<file path="src/rtl/mcg_pkg.sv">
`timescale 1ns / 1ps
// ----------------------------------------------------------------------------
// mcg_pkg
// Types, constants and small tables shared by the month calendar grid blocks.
// ----------------------------------------------------------------------------
package mcg_pkg;

    localparam int YEAR_W  = 14;
    localparam int MONTH_W = 4;
    localparam int DAY_W   = 5;
    localparam int IDX_W   = 6;
    localparam int ROW_W   = 3;
    localparam int COL_W   = 3;
    localparam int KIND_W  = 2;
    localparam int WDAY_W  = 3;
    localparam int CENT_W  = 8;   // year / 100 for a 14-bit year
    localparam int YMOD_W  = 7;   // year % 100
    localparam int SUM_W   = 10;  // zeller sum before mod 7
    localparam int DCNT_W  = 6;   // running day counter across the grid

    localparam int GRID_COLS = 7;

    // divide by 100 as multiply by 5243 then shift by 19, exact for 14-bit years
    localparam int DIV100_MUL   = 5243;
    localparam int DIV100_SHIFT = 19;
    localparam int DIV100_PW    = YEAR_W + 13;
    // mod 7 via multiply by 9363 then shift by 16, exact for 10-bit sums
    localparam int MOD7_MUL     = 9363;
    localparam int MOD7_SHIFT   = 16;
    localparam int MOD7_PW      = SUM_W + 14;

    localparam logic [MONTH_W-1:0] MONTH_JAN = 4'd1;
    localparam logic [MONTH_W-1:0] MONTH_FEB = 4'd2;
    localparam logic [MONTH_W-1:0] MONTH_MAR = 4'd3;
    localparam logic [MONTH_W-1:0] MONTH_DEC = 4'd12;

    localparam logic [KIND_W-1:0] KIND_PREV  = 2'd0;
    localparam logic [KIND_W-1:0] KIND_CUR   = 2'd1;
    localparam logic [KIND_W-1:0] KIND_NEXT  = 2'd2;
    localparam logic [KIND_W-1:0] KIND_TODAY = 2'd3;

    typedef struct packed {
        logic [YEAR_W-1:0]  view_year;
        logic [MONTH_W-1:0] view_month;
        logic [YEAR_W-1:0]  today_yr;
        logic [MONTH_W-1:0] today_month;
        logic [DAY_W-1:0]   today_mday;
    } mcg_req_t;

    typedef struct packed {
        logic [IDX_W-1:0]  cell_index;
        logic [ROW_W-1:0]  cell_row;
        logic [COL_W-1:0]  cell_column;
        logic [DAY_W-1:0]  shown_day;
        logic [KIND_W-1:0] cell_kind;
        logic              last_cell;
    } mcg_cell_t;

    // per-month layout handed from the header pipe to the cell generator
    typedef struct packed {
        logic [WDAY_W-1:0] first_wday;
        logic [DAY_W-1:0]  month_days;
        logic [DAY_W-1:0]  prev_days;
        logic              today_hit;
        logic [DAY_W-1:0]  today_mday;
    } mcg_hdr_t;

    // floor(13 * (m + 1) / 5)
    function automatic logic [5:0] month_term(input logic [MONTH_W-1:0] m);
        logic [5:0] t;
        case (m)
            4'd0:    t = 6'd2;
            4'd1:    t = 6'd5;
            4'd2:    t = 6'd7;
            4'd3:    t = 6'd10;
            4'd4:    t = 6'd13;
            4'd5:    t = 6'd15;
            4'd6:    t = 6'd18;
            4'd7:    t = 6'd20;
            4'd8:    t = 6'd23;
            4'd9:    t = 6'd26;
            4'd10:   t = 6'd28;
            4'd11:   t = 6'd31;
            4'd12:   t = 6'd33;
            4'd13:   t = 6'd36;
            4'd14:   t = 6'd39;
            default: t = 6'd41;
        endcase
        return t;
    endfunction

    function automatic logic [DAY_W-1:0] month_len(input logic [MONTH_W-1:0] m,
                                                   input logic leap);
        logic [DAY_W-1:0] n;
        case (m)
            MONTH_FEB: n = leap ? 5'd29 : 5'd28;
            default:   n = (m inside {4'd1, 4'd3, 4'd5, 4'd7, 4'd8, 4'd10, 4'd12})
                           ? 5'd31 : 5'd30;
        endcase
        return n;
    endfunction

    function automatic logic [MONTH_W-1:0] prev_month(input logic [MONTH_W-1:0] m);
        return (m > MONTH_JAN) ? m - 4'd1 : MONTH_DEC;
    endfunction

endpackage

</file>
<file path="src/rtl/mcg_header.sv">
`timescale 1ns / 1ps
// ----------------------------------------------------------------------------
// mcg_header
// Four-stage pipe that turns a request into the month layout: weekday of the
// first by zeller's congruence, month lengths with the gregorian leap rule.
// ----------------------------------------------------------------------------
module mcg_header (
    input  logic              aclk,
    input  logic              aresetn,
    input  logic              s_valid,
    output logic              s_ready,
    input  mcg_pkg::mcg_req_t s_data,
    output logic              hdr_valid,
    input  logic              hdr_ready,
    output mcg_pkg::mcg_hdr_t hdr_data
);

    // stage enables: a stage loads when it is empty or its contents move on
    logic rdy1, rdy2, rdy3, rdy4;
    logic v1_reg, v2_reg, v3_reg, v4_reg;

    assign rdy4    = !v4_reg || hdr_ready;
    assign rdy3    = !v3_reg || rdy4;
    assign rdy2    = !v2_reg || rdy3;
    assign rdy1    = !v1_reg || rdy2;
    assign s_ready = rdy1;

    always_ff @(posedge aclk) begin
        if (!aresetn) begin
            v1_reg <= 1'b0;
            v2_reg <= 1'b0;
            v3_reg <= 1'b0;
            v4_reg <= 1'b0;
        end else begin
            if (rdy1) v1_reg <= s_valid;
            if (rdy2) v2_reg <= v1_reg;
            if (rdy3) v3_reg <= v2_reg;
            if (rdy4) v4_reg <= v3_reg;
        end
    end

    // ---------------- stage 1: zeller year, centuries ----------------
    logic [mcg_pkg::YEAR_W-1:0]      zy;
    logic [mcg_pkg::MONTH_W-1:0]     zm;
    logic [mcg_pkg::DIV100_PW-1:0]   pz, pv;

    always_comb begin
        if (s_data.view_month < mcg_pkg::MONTH_MAR) begin
            zy = s_data.view_year - 14'd1;
            zm = s_data.view_month + 4'd12;
        end else begin
            zy = s_data.view_year;
            zm = s_data.view_month;
        end
        pz = mcg_pkg::DIV100_PW'(zy) * mcg_pkg::DIV100_PW'(mcg_pkg::DIV100_MUL);
        pv = mcg_pkg::DIV100_PW'(s_data.view_year)
           * mcg_pkg::DIV100_PW'(mcg_pkg::DIV100_MUL);
    end

    logic [mcg_pkg::YEAR_W-1:0]  s1_zy_reg, s1_vy_reg;
    logic [mcg_pkg::MONTH_W-1:0] s1_zm_reg, s1_vm_reg;
    logic [mcg_pkg::CENT_W-1:0]  s1_jz_reg, s1_jv_reg;
    logic                        s1_hit_reg;
    logic [mcg_pkg::DAY_W-1:0]   s1_td_reg;

    always_ff @(posedge aclk) begin
        if (rdy1) begin
            s1_zy_reg  <= zy;
            s1_zm_reg  <= zm;
            s1_vy_reg  <= s_data.view_year;
            s1_vm_reg  <= s_data.view_month;
            s1_jz_reg  <= pz[mcg_pkg::DIV100_SHIFT +: mcg_pkg::CENT_W];
            s1_jv_reg  <= pv[mcg_pkg::DIV100_SHIFT +: mcg_pkg::CENT_W];
            s1_hit_reg <= (s_data.today_yr == s_data.view_year)
                       && (s_data.today_month == s_data.view_month);
            s1_td_reg  <= s_data.today_mday;
        end
    end

    // ---------------- stage 2: year % 100, leap, lengths ----------------
    logic [mcg_pkg::YEAR_W-1:0] kz_full, kv_full;
    logic                       leap;

    always_comb begin
        kz_full = s1_zy_reg - 14'(15'(s1_jz_reg) * 15'd100);
        kv_full = s1_vy_reg - 14'(15'(s1_jv_reg) * 15'd100);
        // century years are leap only when the century count divides by 4
        leap    = (kv_full == '0) ? (s1_jv_reg[1:0] == 2'b00)
                                  : (s1_vy_reg[1:0] == 2'b00);
    end

    logic [mcg_pkg::YMOD_W-1:0]  s2_kz_reg;
    logic [mcg_pkg::CENT_W-1:0]  s2_jz_reg;
    logic [mcg_pkg::MONTH_W-1:0] s2_zm_reg;
    logic [mcg_pkg::DAY_W-1:0]   s2_len_reg, s2_plen_reg, s2_td_reg;
    logic                        s2_hit_reg;

    always_ff @(posedge aclk) begin
        if (rdy2) begin
            s2_kz_reg   <= kz_full[mcg_pkg::YMOD_W-1:0];
            s2_jz_reg   <= s1_jz_reg;
            s2_zm_reg   <= s1_zm_reg;
            s2_len_reg  <= mcg_pkg::month_len(s1_vm_reg, leap);
            s2_plen_reg <= mcg_pkg::month_len(mcg_pkg::prev_month(s1_vm_reg), leap);
            s2_hit_reg  <= s1_hit_reg;
            s2_td_reg   <= s1_td_reg;
        end
    end

    // ---------------- stage 3: zeller sum ----------------
    logic [mcg_pkg::SUM_W-1:0] zsum;

    always_comb begin
        zsum = 10'd1
             + 10'(mcg_pkg::month_term(s2_zm_reg))
             + 10'(s2_kz_reg)
             + 10'(s2_kz_reg >> 2)
             + 10'(s2_jz_reg >> 2)
             + 10'(s2_jz_reg) * 10'd5;
    end

    logic [mcg_pkg::SUM_W-1:0]   s3_sum_reg;
    logic [mcg_pkg::DAY_W-1:0]   s3_len_reg, s3_plen_reg, s3_td_reg;
    logic                        s3_hit_reg;

    always_ff @(posedge aclk) begin
        if (rdy3) begin
            s3_sum_reg  <= zsum;
            s3_len_reg  <= s2_len_reg;
            s3_plen_reg <= s2_plen_reg;
            s3_hit_reg  <= s2_hit_reg;
            s3_td_reg   <= s2_td_reg;
        end
    end

    // ---------------- stage 4: mod 7, shift to monday first ----------------
    logic [mcg_pkg::MOD7_PW-1:0] pq;
    logic [mcg_pkg::SUM_W-1:0]   r_full;
    logic [mcg_pkg::WDAY_W-1:0]  h, wday;

    always_comb begin
        pq     = mcg_pkg::MOD7_PW'(s3_sum_reg) * mcg_pkg::MOD7_PW'(mcg_pkg::MOD7_MUL);
        r_full = s3_sum_reg
               - 10'(pq[mcg_pkg::MOD7_SHIFT +: (mcg_pkg::MOD7_PW - mcg_pkg::MOD7_SHIFT)])
               * 10'd7;
        h      = r_full[mcg_pkg::WDAY_W-1:0];
        // zeller 0 is saturday; (h + 5) % 7
        wday   = (h >= 3'd2) ? h - 3'd2 : h + 3'd5;
    end

    mcg_pkg::mcg_hdr_t s4_hdr_reg;

    always_ff @(posedge aclk) begin
        if (rdy4) begin
            s4_hdr_reg.first_wday <= wday;
            s4_hdr_reg.month_days <= s3_len_reg;
            s4_hdr_reg.prev_days  <= s3_plen_reg;
            s4_hdr_reg.today_hit  <= s3_hit_reg;
            s4_hdr_reg.today_mday <= s3_td_reg;
        end
    end

    assign hdr_valid = v4_reg;
    assign hdr_data  = s4_hdr_reg;

endmodule

</file>
<file path="src/rtl/mcg_cell_gen.sv">
`timescale 1ns / 1ps
// ----------------------------------------------------------------------------
// mcg_cell_gen
// Walks the grid from a month layout, one cell per unstalled cycle, and drives the
// registered result channel. Takes the next layout on the last cell's beat.
// ----------------------------------------------------------------------------
module mcg_cell_gen #(
    parameter int unsigned GRID_ROWS = 6
) (
    input  logic               aclk,
    input  logic               aresetn,
    input  logic               hdr_valid,
    output logic               hdr_ready,
    input  mcg_pkg::mcg_hdr_t  hdr_data,
    output logic               m_valid,
    input  logic               m_ready,
    output mcg_pkg::mcg_cell_t m_data
);

    localparam int unsigned NUM_CELLS = GRID_ROWS * mcg_pkg::GRID_COLS;
    localparam logic [mcg_pkg::IDX_W-1:0] LAST_IDX = mcg_pkg::IDX_W'(NUM_CELLS - 1);
    localparam logic [mcg_pkg::COL_W-1:0] LAST_COL = mcg_pkg::COL_W'(mcg_pkg::GRID_COLS - 1);

    mcg_pkg::mcg_hdr_t             hdr_reg;
    logic                          busy_reg;
    logic [mcg_pkg::IDX_W-1:0]     idx_reg;
    logic [mcg_pkg::ROW_W-1:0]     row_reg;
    logic [mcg_pkg::COL_W-1:0]     col_reg;
    logic [mcg_pkg::DCNT_W-1:0]    day_reg;
    logic                          m_valid_reg;
    mcg_pkg::mcg_cell_t            m_data_reg;

    logic                          out_take, produce, is_last, is_prev, is_cur, load;
    logic [mcg_pkg::DCNT_W-1:0]    prev_shown;
    mcg_pkg::mcg_cell_t            m_data_next;

    assign out_take  = !m_valid_reg || m_ready;
    assign produce   = busy_reg && out_take;
    assign is_last   = (idx_reg == LAST_IDX);
    assign hdr_ready = !busy_reg || (produce && is_last);
    assign load      = hdr_valid && hdr_ready;

    always_comb begin
        is_prev    = idx_reg < mcg_pkg::IDX_W'(hdr_reg.first_wday);
        is_cur     = day_reg <= mcg_pkg::DCNT_W'(hdr_reg.month_days);
        prev_shown = mcg_pkg::DCNT_W'(hdr_reg.prev_days)
                   - mcg_pkg::DCNT_W'(hdr_reg.first_wday)
                   + idx_reg + 6'd1;

        m_data_next.cell_index  = idx_reg;
        m_data_next.cell_row    = row_reg;
        m_data_next.cell_column = col_reg;
        m_data_next.last_cell   = is_last;
        if (is_prev) begin
            m_data_next.shown_day = prev_shown[mcg_pkg::DAY_W-1:0];
            m_data_next.cell_kind = mcg_pkg::KIND_PREV;
        end else if (is_cur) begin
            m_data_next.shown_day = day_reg[mcg_pkg::DAY_W-1:0];
            m_data_next.cell_kind = (hdr_reg.today_hit
                                    && mcg_pkg::DCNT_W'(hdr_reg.today_mday) == day_reg)
                                  ? mcg_pkg::KIND_TODAY : mcg_pkg::KIND_CUR;
        end else begin
            m_data_next.shown_day =
                mcg_pkg::DAY_W'(day_reg - mcg_pkg::DCNT_W'(hdr_reg.month_days));
            m_data_next.cell_kind = mcg_pkg::KIND_NEXT;
        end
    end

    always_ff @(posedge aclk) begin
        if (load) begin
            hdr_reg <= hdr_data;
        end
    end

    always_ff @(posedge aclk) begin
        if (!aresetn) begin
            busy_reg <= 1'b0;
            idx_reg  <= '0;
            row_reg  <= '0;
            col_reg  <= '0;
            day_reg  <= 6'd1;
        end else if (load) begin
            busy_reg <= 1'b1;
            idx_reg  <= '0;
            row_reg  <= '0;
            col_reg  <= '0;
            day_reg  <= 6'd1;
        end else if (produce) begin
            busy_reg <= !is_last;
            idx_reg  <= idx_reg + 6'd1;
            if (col_reg == LAST_COL) begin
                col_reg <= '0;
                row_reg <= row_reg + 3'd1;
            end else begin
                col_reg <= col_reg + 3'd1;
            end
            // day count starts at the first of the month
            if (!is_prev) begin
                day_reg <= day_reg + 6'd1;
            end
        end
    end

    always_ff @(posedge aclk) begin
        if (!aresetn) begin
            m_valid_reg <= 1'b0;
        end else if (out_take) begin
            m_valid_reg <= busy_reg;
        end
    end

    always_ff @(posedge aclk) begin
        if (produce) begin
            m_data_reg <= m_data_next;
        end
    end

    assign m_valid = m_valid_reg;
    assign m_data  = m_data_reg;

endmodule

</file>
<file path="src/rtl/month_calendar_grid_generator.sv">
`timescale 1ns / 1ps
// ----------------------------------------------------------------------------
// month_calendar_grid_generator
// Lays out one month as a monday-first grid of GRID_ROWS x 7 cells.
//
//   channel   direction  payload               beats per request
//   s_        in         mcg_req_t             1
//   m_        out        mcg_cell_t            GRID_ROWS * 7
//
// A request passes the four header pipe stages, then the cell generator's
// layout register, before its first cell beat is registered at the output.
// Cells leave at one beat per cycle while m_ready allows, from a single cell
// counter, and the next request's layout is taken on the last cell's beat.
// Up to four further requests queue in the header pipe while cells stream.
// Reset (synchronous, active low) clears all valid bits and counters.
// A stall on m_ holds the output register and backs up the pipe; no beat is
// lost or repeated.
// ----------------------------------------------------------------------------
module month_calendar_grid_generator #(
    parameter int unsigned GRID_ROWS = 6
) (
    input  logic               aclk,
    input  logic               aresetn,
    input  logic               s_valid,
    output logic               s_ready,
    input  mcg_pkg::mcg_req_t  s_data,
    output logic               m_valid,
    input  logic               m_ready,
    output mcg_pkg::mcg_cell_t m_data
);

    logic              hdr_valid;
    logic              hdr_ready;
    mcg_pkg::mcg_hdr_t hdr_data;

    mcg_header u_header (
        .aclk      (aclk),
        .aresetn   (aresetn),
        .s_valid   (s_valid),
        .s_ready   (s_ready),
        .s_data    (s_data),
        .hdr_valid (hdr_valid),
        .hdr_ready (hdr_ready),
        .hdr_data  (hdr_data)
    );

    mcg_cell_gen #(
        .GRID_ROWS (GRID_ROWS)
    ) u_cell_gen (
        .aclk      (aclk),
        .aresetn   (aresetn),
        .hdr_valid (hdr_valid),
        .hdr_ready (hdr_ready),
        .hdr_data  (hdr_data),
        .m_valid   (m_valid),
        .m_ready   (m_ready),
        .m_data    (m_data)
    );

endmodule

</file>
<file path="config.mk">
export PLATFORM = sky130hd
export DESIGN_NAME = month_calendar_grid_generator
export DESIGN_NICKNAME = d
export VERILOG_FILES = /design/src/rtl/mcg_pkg.sv /design/src/rtl/mcg_header.sv /design/src/rtl/mcg_cell_gen.sv /design/src/rtl/month_calendar_grid_generator.sv
export SDC_FILE = /design/constraint.sdc
export NUM_CORES = 1
export LEC_CHECK = 0
export ABC_AREA = 1
export BUFFER_PORTS_ARGS = -buffer_cell sky130_fd_sc_hd__buf_4
export CAP_MARGIN = 10
export CORE_MARGIN = 10
export CORE_UTILIZATION = 60
export DETAILED_ROUTE_END_ITERATION = 8
export PLACE_DENSITY_LB_ADDON = 0.25
export RECOVER_POWER = 25
export SLEW_MARGIN = 20
export SYNTH_ARGS = -nofsm -noshare
export SYNTH_HDL_FRONTEND = slang
export SYNTH_SLANG_ARGS = --single-unit
</file>
<file path="constraint.sdc">
create_clock -name aclk -period 8.1 [get_ports aclk]
set_clock_uncertainty 0.15 [all_clocks]
set_input_delay 2.025 -clock aclk [delete_from_list [all_inputs] [get_ports aclk]]
set_output_delay 2.025 -clock aclk [all_outputs]
set_load 0.05 [all_outputs]
</file>
**After elaboration in Yosys (flattened, before gate mapping)**

Memory sizes are Yosys's and may differ from the RTL's. A register that Yosys moved wholly into a read port is not among the register bits.
Cells that the tools add are included.

- Bitwise operators: 3
- Reduce and logical (&&, ||, !) cells: 28
- $add $sub $neg: 21
- $lt $le $gt $ge: 5
- Multiplexer cells: 17
- $mul: 7
- Divide/modulo/power cells: 0
- Shifts and indexed selects: 0
- Equality and inequality tests: 21

Operators with widths:

| operator | count |
|---|---|
| multiplier 14 x 13 -> 27 bit, second input constant | 2 |
| equality test 4 bit, second input constant | 6 |
| multiplier 10 x 14 -> 24 bit, second input constant | 1 |
| equality test 4 x 2 -> 1 bit, second input constant | 4 |
| equality test 4 x 3 -> 1 bit, second input constant | 4 |
| equality test 14 bit | 1 |
| zero test 14 bit | 1 |
| two-way mux 14 bit | 1 |
| two-way mux 7 bit | 2 |
| nonzero test 7 bit | 2 |
| subtractor 14 x 1 -> 14 bit, second input constant | 1 |
| subtractor 14 bit | 1 |
| adder 6 x 1 -> 6 bit, second input constant | 2 |
| multiplier 8 x 5 -> 12 bit, second input constant | 1 |
| two-way mux 4 bit | 3 |
| adder 10 bit | 1 |
| adder 10 x 5 -> 10 bit | 1 |
| adder 10 x 6 -> 10 bit | 1 |
| adder 10 x 7 -> 10 bit | 1 |
| multiplier 8 x 3 -> 10 bit, second input constant | 1 |
| two-way mux 5 bit | 2 |
| equality test 4 x 1 -> 1 bit, second input constant | 2 |
| multiplier 8 x 3 -> 3 bit, second input constant | 1 |
| multiplier 8 x 5 -> 5 bit, second input constant | 1 |
| other kinds (32) | 59 |

- RAM bits: 0
- Memories: 1
- Bits in latches: 0
- Bits of input ports: 45
- Logic and storage cells: 150
- Output and inout port bits: 22
- ROM bits: 96
- Register bits after elaboration: 194

Memory list:

| name | depth | bits a word | rd ports | clocked after memory_dff | wr ports | RTL line | text |
|---|---|---|---|---|---|---|---|
| (no name shown) | 16 | 6 | 1 | 1 | 0 | mcg_pkg.sv:71 | `case (m)` |

**Logic depth before layout (Yosys ltp)**

Gate-level depths: netlist of run 1.

- Depth in word-level cells: 9
- Gate-level depth with buffers: 32
- Gate-level depth less buffers: 32

**Cells and area by module**

Synthesis of run 1 repeated with hierarchy kept, for this count alone.

- Cells, all modules: 2055
- Area total of the unflattened synthesis: 19448.7 um^2

Modules (own cells, without submodules):

| module | instances | cells an instance | seq. area each (um^2) | area an instance (um^2) |
|---|---|---|---|---|
| mcg_header | 1 | 1754 | 3533.4 | 16494.6 |
| mcg_cell_gen | 1 | 301 | 1571.5 | 2954.1 |

**Least setup slack after synthesis of run 1**

No wires, ideal clock.

- Path type: input-to-reg
- From: input port s_data[28] (netlist bit)
- To: register u_header.s1_jz_reg[4] (netlist bit), data pin
- Path slack: 544 ps
- Buffers on the path: 0
- Setup time: 262 ps
- Cell stages on the path: 26
- Data arrival time: 7143 ps
- Required time: 7688 ps
- Cells stage by stage: inv_1 > ha_1 > nand2_1 > a21boi_1 > inv_1 > nand2_1 > nand2_1 > nand2_1 > nand4_1 > xor2_1 > inv_1 > fa_1 > inv_1 > ha_1 > fa_1 > fa_1 > inv_1 > fa_1 > inv_1 > ha_1 > nand2_1 > nor3_1 > nand4_1 > nand3_1 > a21oi_1 > xor2_1

- Longest elaborated chain between the ends: 3

RTL lines:

| item | RTL line | text |
|---|---|---|
| from (decl) | month_calendar_grid_generator.sv:26 | `input mcg_pkg::mcg_req_t s_data,` |
| subtractor 14 x 1 -> 14 bit | mcg_header.sv:49 | `zy = s_data.view_year - 14'd1;` |
| two-way mux 14 bit (*) | mcg_header.sv:48 | `if (s_data.view_month < mcg_pkg::MONTH_MAR) begin` |
| multiplier 14 x 13 -> 27 bit (*) | mcg_header.sv:55 | `pz = mcg_pkg::DIV100_PW'(zy) * mcg_pkg::DIV100_PW'(mcg_pkg::DIV100_MUL);` |
| named net u_header.pz (one bit) | mcg_header.sv:45 | `logic [mcg_pkg::DIV100_PW-1:0] pz, pv;` |
| to (signal assigned) | mcg_header.sv:72 | `s1_jz_reg <= pz[mcg_pkg::DIV100_SHIFT +: mcg_pkg::CENT_W];` |
| to (decl) | mcg_header.sv:62 | `logic [mcg_pkg::CENT_W-1:0] s1_jz_reg, s1_jv_reg;` |

The timed path passes the listed nets; every way through them passes the cells marked *.
A chain may end at the register's enable or synchronous reset.

**Worst setup path after layout of run 1**

- From: input port s_data[25] (netlist bit)
- To: register u_header.s1_jz_reg[4] (netlist bit), data pin

- Longest elaborated chain between the ends: 3

RTL lines:

| item | RTL line |
|---|---|
| less-than comparator 4 x 2 -> 1 bit | mcg_header.sv:48 |
| two-way mux 14 bit | mcg_header.sv:48 |
| multiplier 14 x 13 -> 27 bit | mcg_header.sv:55 |
| named net u_header.pz (one bit) | mcg_header.sv:45 |

The timed path passes the listed nets, and every way through them passes these cells.

==> metrics.txt, run 1 <==
drt pass-1 iters=5; Core ar.=0.0316 mm^2; complex-gate fraction of the synthesized area=5.98%; post-cts resize count=0; mux cell area share after synthesis=0%; FF-to-FF End=u_header.hdr_data[18]; yosys warns=0; Fin. Hold Viols=0; CTS tree=done; Most Frequent Cell on Critical Path=fa_1; vias in the first global route=14000; Worst-Skew Late Latency=440 ps; DRT antenna net count=0; Syn Area/Cell=9.33 um^2; Final min period=7470 ps; hold-critical path endpoint=u_header.hdr_data[11]; CP startpoint kind=primary input; number of top-level pins=67; ranking of synthesized cells by area=ha_1, edfxtp_1, fa_1; Setup CP Type=primary input to register; CTS Hold Bufs=0; CP Cell Sequence=clkbuf_1 > inv_1 > ha_1 > nand3_1 > nand2_2 > inv_2 > nand2_1 > nor2_1 > nand3_1 > xor2_1 > fa_1 > ha_1 > fa_1 > inv_1 > fa_1 > fa_1 > inv_1 > ha_1 > nand4_1 > nor3_1 > nand4_1 > nand3_1 > a21oi_1 > xor2_1; Slew Limit Fails=0; Post-synth top cells=inv_1, ha_1, nand2_1, fa_1, edfxtp_1; net count after synthesis=2633; via count=13400; P&R area growth vs syn=8.70%; gr usage total=20.9%; total grt overflow=0; Mapped Area=0.0192 mm^2; fillers=2566; prevailing post-synth register cell=edfxtp_1; area share of xor/xnor cells in the synthesized design=4.47%; clock sinks=174; share of layout cells above drive strength 1=6.62%; # DRC=0; antenna violations before repair=0; Num CTS Buffers=17; final core utilization=66.0%; worst reg2reg path depth=29; Yosys cell types=54; final setup violation count=0; Synth Area in Simple Gates=12.0%; Die Ht=199 um; post-synthesis adder-cell area fraction=41.5%; crit path max fanout=9; Tcrit/Tclk final=92.3%; Critical Path AT=7510 ps; Worst setup EP type=register; first-pass GRT wire length=66200 um; Slew HR=28.7%; row cnt=65; EDFF count, synth=144; pin count of the biggest net entering global routing=37; max reg flops=20; Cells after Synth=2053; number of max-cap violations=0; Yosys reg bits=174; I/O Buffers=66; Final #Nets=2726; DP HPWL=33700 um; fmax=134 MHz; Max Used Layer=met4; worst hold stages=0; Final Wtd Congestion=0.972; CTS HTree Levels=4; Critical Path RT=8130 ps; routed length on met3=1480 um; wire length on met1=17100 um; Root Driver=clkbuf_16; Seq/Total Area, Yosys=25.7%; Post-CTS Setup Bufs=0; Crit path largest cell delay=550 ps; status=complete, no violations; RSZ-0062 raised after global routing=false; Worst Tran Pin Value=1070 ps; top-count cell post-synth=inv_1; Clock Path Buffers=2; multi-input logic area=0.0122 mm^2; Async SR Flop Fraction=0%; HP Start=u_header.s3_len_reg[0]; Ant. Diodes=0; setup tns final=0 ps; Hold Path Class=register to register; area of the die=0.0395 mm^2; worst reg-to-reg setup slack=1840 ps; WL final=39200 um; post-synth top area share=24.1%; Via density=5.23; met2 routed WL=19800 um; slowest CP cell=fa_1; Synth area leader=ha_1; CTS clk-pin slew, worst paths=70 ps; DRT iter0 DRCs=658; die width=199 um; Reg area=0.00492 mm^2; per-cell routed wire length=15.3 um; starting density of the core=60.7%; largest family of logic cells by synthesized area=adder cells; Reg2Reg Launch Point=u_header.s3_sum_reg[8]
worst max-delay path by stage:
stage	start	endpoint	slack, ps	depth (start not counted)
6_report	s_data[25]	u_header.s1_jz_reg[4]	630	24
5_1_grt	s_data[25]	u_header.s1_jz_reg[4]	240	24
4_1_cts	s_data[33]	u_header.s1_jz_reg[6]	720	23
3_5_place_dp	s_data[28]	u_header.s1_jz_reg[4]	270	21
3_3_place_gp	s_data[28]	u_header.s1_jz_reg[6]	430	28
2_1_floorplan	s_data[28]	u_header.s1_jz_reg[4]	540	26
worst max-delay path, delay by kind of cell:
family / cells / cell delay [ps]
AND/OR/NAND/NOR: 9 / 1280
adder cells (fa/ha/maj): 7 / 2940
XOR/XNOR: 2 / 590
buffers and inverters: 5 / 550
AO/OA/AOI/OAI: 1 / 120
area by class of cell:
cell class | instances | share of cell area [%]
timing repair buffer | 77 | 2.67
inverter | 523 | 9.43
clock inverter | 15 | 0.968
sequential | 174 | 23.7
multi-input combinational | 1353 | 58.8
clock buffer | 17 | 2.04
tap | 402 | 2.42
layout by cell type, fill, tap and decap left out, types with 24 or more instances in the layout:
cell,instances
edfxtp_1,144
xnor2_1,32
o21ai_0,46
nand4_1,24
nor2_1,104
fa_1,166
inv_1,517
nand3_1,65
ha_1,369
xor2_1,57
dfxtp_1,30
a21oi_1,83
nand2_1,287
buf_4,68
stage by stage:
stage / instance area [um^2] / worst slack, ps / hold slack [ps] / instances
final: 20800 / 626 / 270 / 2561
after global routing: 20800 / 235 / 273 / 2561
after CTS: 20900 / 719 / 268 / 2561
after detailed placement: 20200 / 269 / 255 / 2529
after global placement: 20200 / 433 / 252 / 2529
after floorplan: 19200 / 544 / 250 / 2053
metal layers:
layer	track usage [%]	vias to the layer above
met5	0	-
li1	-	6720
met4	5.74	0
met3	2.70	45
met2	37.6	248
met1	25.6	6383
cells by family (layout without fill, tap and decap cells):
group / after synthesis / count (layout)
simple gates: 533 / 533
buf+inv: 526 / 632
compound gates: 192 / 192
xor+xnor: 93 / 93
fa+ha+maj: 535 / 535
flops: 174 / 174
Power of run 1 is not shown: default switching activity piles up to over one toggle a cycle in this logic, so the estimate is an artifact.
==> run 2, diff against run 1 <==
HOLD_SLACK_MARGIN = 0.08   (was default)
clock period = 9.2 ns   (was 8.1 ns; I/O delays follow)
==> run 2 against run 1 <==
  * Via count is 0.54% higher
  * Global-route usage shrank 0.081 points
  * Die area is the same
  * Critical path type unchanged
  * Largest cell class unchanged
  * Highest routed layer unchanged
==> metrics.txt, run 2 (synthesized netlist as in run 1, its figures left out) <==
per-cell routed wire length=15.3 um; final setup violation count=0; Crit path largest cell delay=550 ps; CTS Hold Bufs=0; Worst setup EP type=register; Setup CP Type=primary input to register; status=complete, no violations; worst hold stages=0; RSZ-0062 raised after global routing=false; first-pass GRT wire length=66200 um; fmax=125 MHz; drt pass-1 iters=6; I/O Buffers=66; Most Frequent Cell on Critical Path=inv_1; delay-heaviest family, CP=adder cells; Slew Limit Fails=0; die width=199 um; WL final=39100 um; max reg flops=20; pin count of the biggest net entering global routing=51; Worst-Skew Late Latency=440 ps; gr usage total=20.8%; Core ar.=0.0316 mm^2; crit path max fanout=7; worst reg2reg path depth=29; DRT antenna net count=0; DRT iter0 DRCs=590; Via density=5.27; Num CTS Buffers=17; Hold Path Class=register to register; Ant. Diodes=0; CTS tree=done; Die Ht=199 um; starting density of the core=60.7%; P&R area growth vs syn=8.55%; Slew HR=32.0%; antenna violations before repair=0; setup tns final=0 ps; Final Wtd Congestion=0.924; Root Driver=clkbuf_16; area of the die=0.0395 mm^2; Fin. Hold Viols=0; total grt overflow=0; Bufs and invs on worst path=6; clock sinks=174; CTS HTree Levels=4; DP HPWL=33600 um; Final #Nets=2722; Post-CTS Setup Bufs=0; commonest non-fill, non-tap cell in the layout=inv_1; share of layout cells above drive strength 1=6.40%; CTS clk-pin slew, worst paths=80 ps; final core utilization=65.9%; number of max-cap violations=0; Final min period=7970 ps; # DRC=0; row cnt=65; slowest CP cell=fa_1; number of top-level pins=67; CP startpoint kind=primary input; commonest cells after routing, fill and taps aside=inv_1, ha_1, nand2_1; Worst Tran Pin Value=1020 ps; Critical Path AT=8020 ps; vias in the first global route=14000; Clock Path Buffers=2; Critical Path RT=9240 ps; via count=13500; Tcrit/Tclk final=86.7%; post-cts resize count=0; Worst path depth=26
-- run 2: changes by cell type in the layout (fill, tap and decap cells not counted), sizes merged --
cell    before  now
clkbuf      26   27
clkinv       7    6
buf         68   63
inv        531  532
-- run 2: final timing paths --
check                                       startpoint               endpoint  slack, ps
worst min-delay path             u_header.s1_td_reg[4]  u_header.s2_td_reg[4]        270
worst max-delay path                        s_data[29]  u_header.s1_jz_reg[4]       1230
worst min register to register   u_header.s1_td_reg[4]  u_header.s2_td_reg[4]        270
worst max register to register  u_header.s3_sum_reg[8]  u_header.hdr_data[16]       2970
-- run 2: through the flow --
stage               std cells  setup slack [ps]  hold WS (ps)  instance area (um^2)
global placement         2525              1160           251                 20200
detailed placement       2525               965           255                 20200
floorplan                2053              1370           250                 19200
finish                   2557              1230           266                 20800
CTS                      2557              1440           266                 20800
global route             2557               779           276                 20800
-- run 2: per-layer routing --
layer  GRT usage, %  wire length, um  vias to the layer above
li1               -                -                     6723
met1           25.2            16800                     6448
met2           37.3            19900                      244
met3           3.13             1530                       54
met4           6.16              856                        0
met5              0                0                        -
-- run 2: area by class of cell --
| type | count | area, um^2 |
|---|---|---|
| repair buffers | 73 | 522 |
| clock buffers | 17 | 425 |
| flip-flops and latches | 174 | 4920 |
| well taps | 402 | 503 |
| multi-input cells | 1353 | 12200 |
| clock inverters | 15 | 206 |
| fillers | 2588 | 10800 |
| inverters | 523 | 1960 |
Power of run 2 is left out for the same reason.
